==> src/hdl/sus_pkg.sv <==
package sus_pkg;

    // Default number of entries the set can hold.
    localparam int CAPACITY_DEF = 64;

    // Field widths fixed by the stream format.
    localparam int VAL_W      = 32;
    localparam int STAT_W     = 3;
    localparam int POS_W      = 7;
    localparam int OUT_DATA_W = 16;

    // Operation carried in the input word's tuser.
    typedef enum logic
    {
        OP_INSERT = 1'b0,
        OP_DELETE = 1'b1
    } op_t;

    // Outcome codes reported on the result word's tuser.
    typedef enum logic [STAT_W-1:0]
    {
        ST_INSERTED  = 3'd0,
        ST_DUPLICATE = 3'd1,
        ST_FULL      = 3'd2,
        ST_DELETED   = 3'd3,
        ST_NOT_FOUND = 3'd4
    } status_t;

    // Commands broadcast to every cell of the row.
    typedef struct packed
    {
        logic capture;
        logic ins;
        logic del;
    } cell_ctrl_t;

endpackage

==> src/hdl/sus_cell.sv <==
module sus_cell #(
    parameter int INDEX = 0,
    parameter int CNT_W = 7
) (
    input  logic                              clk,
    input  sus_pkg::cell_ctrl_t               ctrl,
    input  logic signed [sus_pkg::VAL_W-1:0]  value,
    input  logic [CNT_W-1:0]                  count,
    input  logic                              left_below,
    input  logic signed [sus_pkg::VAL_W-1:0]  left_entry,
    input  logic signed [sus_pkg::VAL_W-1:0]  right_entry,
    output logic signed [sus_pkg::VAL_W-1:0]  entry,
    output logic                              below,
    output logic                              eq
);

    logic signed [sus_pkg::VAL_W-1:0] entry_reg;
    logic signed [sus_pkg::VAL_W-1:0] entry_next;
    logic                             below_reg;
    logic                             eq_reg;
    logic                             occupied;

    // The cell holds a live entry only when it lies under the fill count.
    assign occupied = CNT_W'(INDEX) < count;

    // On insert the first cell not below the value takes the value and the
    // cells above it take their left neighbor. On delete every cell from the
    // matching one up takes its right neighbor.
    always_comb
    begin
        entry_next = entry_reg;
        if (ctrl.ins && !below_reg)
        begin
            if (left_below || INDEX == 0)
            begin
                entry_next = value;
            end
            else
            begin
                entry_next = left_entry;
            end
        end
        else if (ctrl.del && !below_reg)
        begin
            entry_next = right_entry;
        end
    end

    // Stored entry and the compare flags taken when a word arrives.
    always_ff @(posedge clk)
    begin
        entry_reg <= entry_next;
        if (ctrl.capture)
        begin
            below_reg <= occupied && (entry_reg < value);
            eq_reg    <= occupied && (entry_reg == value);
        end
    end

    assign entry = entry_reg;
    assign below = below_reg;
    assign eq    = eq_reg;

endmodule

==> config.mk <==
export PLATFORM = sky130hd
export DESIGN_NAME = sus_cell
export DESIGN_NICKNAME = d
export VERILOG_FILES = /design/src/hdl/sus_pkg.sv /design/src/hdl/sus_cell.sv
export SDC_FILE = /design/constraint.sdc
export NUM_CORES = 1
export LEC_CHECK = 0
export BUFFER_PORTS_ARGS = -buffer_cell sky130_fd_sc_hd__buf_4
export CAP_MARGIN = 20
export CELL_PAD_IN_SITES_DETAIL_PLACEMENT = 0
export CELL_PAD_IN_SITES_GLOBAL_PLACEMENT = 1
export CORE_MARGIN = 2
export CORE_UTILIZATION = 25
export CTS_BUF_LIST = sky130_fd_sc_hd__clkbuf_4 sky130_fd_sc_hd__clkbuf_8 sky130_fd_sc_hd__clkbuf_16
export CTS_CLUSTER_SIZE = 28
export DETAILED_ROUTE_END_ITERATION = 12
export HOLD_SLACK_MARGIN = 0.03
export PLACE_DENSITY = 0.77
export SLEW_MARGIN = 5
export SYNTH_ARGS = -nofsm -noshare
export SYNTH_HDL_FRONTEND = slang
export SYNTH_SLANG_ARGS = --single-unit
==> constraint.sdc <==
create_clock -name clk -period 5.6 [get_ports clk]
set_input_delay 0.84 -clock clk [delete_from_list [all_inputs] [get_ports clk]]
set_output_delay 0.84 -clock clk [all_outputs]
set_load 0.01 [all_outputs]
## Word level (Yosys, flattened, before mapping)

Cells that the tools add are included.

- Bits in registers: 34
- Bits of input ports: 108

- Reductions and logical operators: 6
- Muxes and demuxes: 2
- Eq/ne operators: 1
- Magnitude comparators: 2

Operators with widths:

| cell | count |
|---|---|
| 32-bit two-way mux | 2 |
| 32-bit equality test | 1 |
| 32-bit < comparator | 1 |
| 1-bit by 7-bit < comparator with 1-bit output (first input constant) | 1 |
| 1-bit logical AND | 4 |
| 2-bit nonzero test | 1 |
| 1-bit zero test | 1 |

## Longest topological paths before layout

- Depth after elaboration: 4
- Depth in mapped cells: 7
- Depth with buffers taken out: 7

## Worst setup path before layout

No wires, ideal clock.

- Kind: input port to flip-flop
- From: input port ctrl[1] (netlist name)
- To: register entry_reg, in the netlist entry[0] (enable)
- Arrival time: 2238 ps
- Data required time: 5178 ps
- Path slack: 2940 ps
- Stages: 2
- Cells stage by stage: nor2_1 > nor2_1

- Word-level cells in the longest chain between the ends: 2

Ends and longest elaborated chain:

| what | RTL line | RTL |
|---|---|---|
| start, declared | sus_cell.sv:6 | `input sus_pkg::cell_ctrl_t ctrl,` |
| 1-bit logical AND | sus_cell.sv:32 | `if (ctrl.ins && !below_reg)` |
| 2-bit nonzero test (no line) | -- |  |
| end signal, assigned | sus_cell.sv:52 | `entry_reg <= entry_next;` |
| end, declared | sus_cell.sv:17 | `logic signed [sus_pkg::VAL_W-1:0] entry_reg;` |

No other way between the ends.
A chain may end at the register's enable or synchronous reset.

## Final worst setup path

- From: input port value[11] (netlist name)
- To: register below_reg (netlist: below), data pin

- Word-level cells in the longest chain between the ends: 2

Ends and longest elaborated chain:

| what | RTL line | RTL |
|---|---|---|
| start, declared | sus_cell.sv:7 | `input logic signed [sus_pkg::VAL_W-1:0] value,` |
| 32-bit < comparator | sus_cell.sv:55 | `below_reg <= occupied && (entry_reg < value);` |
| 1-bit logical AND | sus_cell.sv:55 |  |
| end signal, assigned | sus_cell.sv:55 |  |
| end, declared | sus_cell.sv:19 | `logic below_reg;` |

No other way between the ends.

==> metrics.md <==
| Metric | Value |
|---|---|
| Pre-CTS setup slack | `2.70 ns` |
| Die footprint | `9860 µm²` |
| Worst skew pair latency | `0.28 ns` |
| Seq/Total Area, Yosys | `45.0%` |
| GP Congestion | `0.720` |
| Vias in the first global route | `1901` |
| Max-slew violations | `0` |
| Reg-to-reg startpoint | `entry[14]$_DFFE_PP_` |
| Initial antenna violation count | `0` |
| Post-Route WL | `5600 µm` |
| Share of cells above drive strength 1 | `49.3%` |
| Setup violations, final | `0` |
| Cell Area, Placed | `3210 µm²` |
| Final TNS setup | `0 ns` |
| H-tree levels | `2` |
| Synth Cell Area | `2270 µm²` |
| NumNets Final | `443` |
| Hold Path Cell Cnt | `1` |
| Post-DP HPWL | `4480 µm` |
| Post-CTS sizing | `0` |
| GRT Total Usage | `11.6%` |
| Max-cap viol count | `0` |
| Outcome | `complete, no violations` |
| Row count | `34` |
| Critical path required time | `5.63 ns` |
| CP startpoint kind | `primary input` |
| CTS tree | `yes` |
| Clock-pin transition on the worst setup and hold timing paths | `0.07 ns` |
| CTS Buf Count | `5` |
| Final count of hold timing violations | `0` |
| Leakage | `1.55 nW` |
| FF-to-FF path depth | `6` |
| Mean routed wirelength per cell | `13.7 µm` |
| Final Cell Area | `3290 µm²` |
| Synthesized area per cell | `11.8 µm²` |
| CTS Root Cell | `clkbuf_8` |
| Max-slew headroom | `34.2%` |
| Filler Cell Count | `883` |
| Synth Net Count | `332` |
| Via count | `1801` |
| Pwr Density | `228 nW/µm²` |
| Netlist cell types | `29` |
| Max FFs per register | `32` |
| Via density | `4.39` |
| Initial DRT Pass Iterations | `3` |
| Cells after Synth | `192` |
| Final hold slack | `0.762 ns` |
| Total Power | `0.749 mW` |
| Cell Count, Final, Fillers Out | `410` |
| I/O pins | `142` |
| Sink Count | `34` |
| Remaining Overflow, GRT | `0` |
| Synth warn | `0` |
| Fmax achieved | `0.382 GHz` |
| CTS Buffer Depth | `2` |
| Chip width | `99.3 µm` |
| Post-CTS Setup Inserts | `0` |
| ANT nets after route | `0` |
| Area growth syn-to-layout | `44.7%` |
| CORE AREA | `8760 µm²` |
| DR iter-0 viols | `20` |
| Port bufs | `108` |
| Clock Skews | `0.00233 ns` |
| Final period utilization | `46.8%` |
| # DRC | `0` |
| Reg2reg end | `below$_DFFE_PP_` |
| # hold bufs at CTS | `0` |
| Worst hold start | `ctrl[2]` |
| Max FO, Critical Path | `3` |
| Worst Max-Slew Pin Slew | `0.986 ns` |
| Critical path class | `in2reg` |
| Worst reg2reg setup slack | `3.23 ns` |
| Largest net degree at the start of global routing | `33` |
| Crit end category | `flop` |
| Min-Delay Path Class | `in2reg` |
| #FFs+latches synth | `34` |
| Vert. Die Dim | `99.3 µm` |
| Initial Utilization | `25.9%` |
| Maximum vdd drop | `0.0874 mV` |
| Setup repair after global routing missed its margin | `no` |
| Hold path endpoint | `eq$_DFFE_PP_` |
| WP data arrival | `2.65 ns` |
| Placed instance count | `404` |
| Fin crit period | `2.62 ns` |
| Setup ws final | `2.98 ns` |
| Ant diodes | `0` |
| Layout Utilization | `37.5%` |
| First-pass GRT wire length | `9080 µm` |
[worst max-delay path: stages]
cell and delay (ns):
buf_4 0.08, inv_1 0.03, ha_1 0.32, a21oi_1 0.14, o21ai_1 0.08, a2111oi_0 0.64
a31oi_1 0.21, mux2_2 0.31
[worst max path at each step]
stage	cells after the start	slack, ns	from	end
finish	8	2.98	value[11]	below$_DFFE_PP_
global route	8	2.88	value[14]	below$_DFFE_PP_
CTS	8	3.01	value[14]	below$_DFFE_PP_
detailed placement	8	2.70	value[14]	below$_DFFE_PP_
global placement	8	2.73	value[11]	below$_DFFE_PP_
floorplan	2	2.94	ctrl[1]	entry[0]$_DFFE_PP_
[routing by layer]
metal  track usage, %  routed length (µm)
met4             3.48                  76
met5                0                   0
met2             20.7                2810
met1             14.0                2420
met3             2.25                 303
[cell families (layout without fill, tap and decap cells)]
logic type / Yosys count / in the layout / synth area share (%)
flops: 34 / 34 / 45.0
buf+inv: 37 / 147 / 6.28
simple gates: 31 / 31 / 8.32
mux: 33 / 33 / 16.4
fa+ha+maj: 32 / 32 / 17.6
compound gates: 25 / 25 / 6.45
[synthesized netlist by cell type]
library cell	instances	share of area (%)
o31a_1	1	0.39
or4_4	1	0.50
nor2b_1	3	0.83
a21o_1	1	0.33
edfxtp_1	34	45
o21ai_0	5	1.1
nand3_1	1	0.22
nand2_1	8	1.3
nor3_1	1	0.22
o21ai_1	1	0.22
a211oi_1	1	0.33
buf_2	3	0.66
mux2_2	31	15
and2b_2	1	0.39
and4_1	1	0.39
a21oi_1	12	2.6
clkbuf_1	1	0.17
ha_1	32	18
nor4b_1	2	0.77
nor4_4	1	0.94
nand4_1	6	1.7
nor2_1	5	0.83
a31oi_1	1	0.28
o211a_1	1	0.44
nor4_1	1	0.28
a21boi_0	1	0.33
a2111oi_0	1	0.39
inv_1	33	5.5
mux2_1	2	0.99
[cell usage in the layout (no fill, tap or decap), types with 2 or more instances in the layout]
master    Yosys  routed
a21oi_1      12      12
buf_4         0     108
clkbuf_8      0       5
edfxtp_1     34      34
ha_1         32      32
inv_1        33      33
mux2_1        2       2
mux2_2       31      31
nand2_1       8       8
nand4_1       6       6
nor2_1        5       4
nor2b_1       3       2
nor4b_1       2       2
o21ai_0       5       5
[final cells by class]
cell class                 count  area, µm²  area share [%]
multi-input combinational    121       1120            34.2
sequential                    34       1020            31.1
timing repair buffer         108        811            24.7
tap                          108        135            4.11
inverter                      33        124            3.77
clock buffer                   5       68.8            2.09
clock inverter                 1       3.75           0.114
[report_power, final]
group	total (mW)	leakage, nW	internal [mW]	switching [mW]
logic	0.238	1.18	0.130	0.108
registers	0.341	0.330	0.323	0.0182
clock network	0.170	0.0375	0.0812	0.0885
No activity file was read; power rests on OpenSTA's default activity.
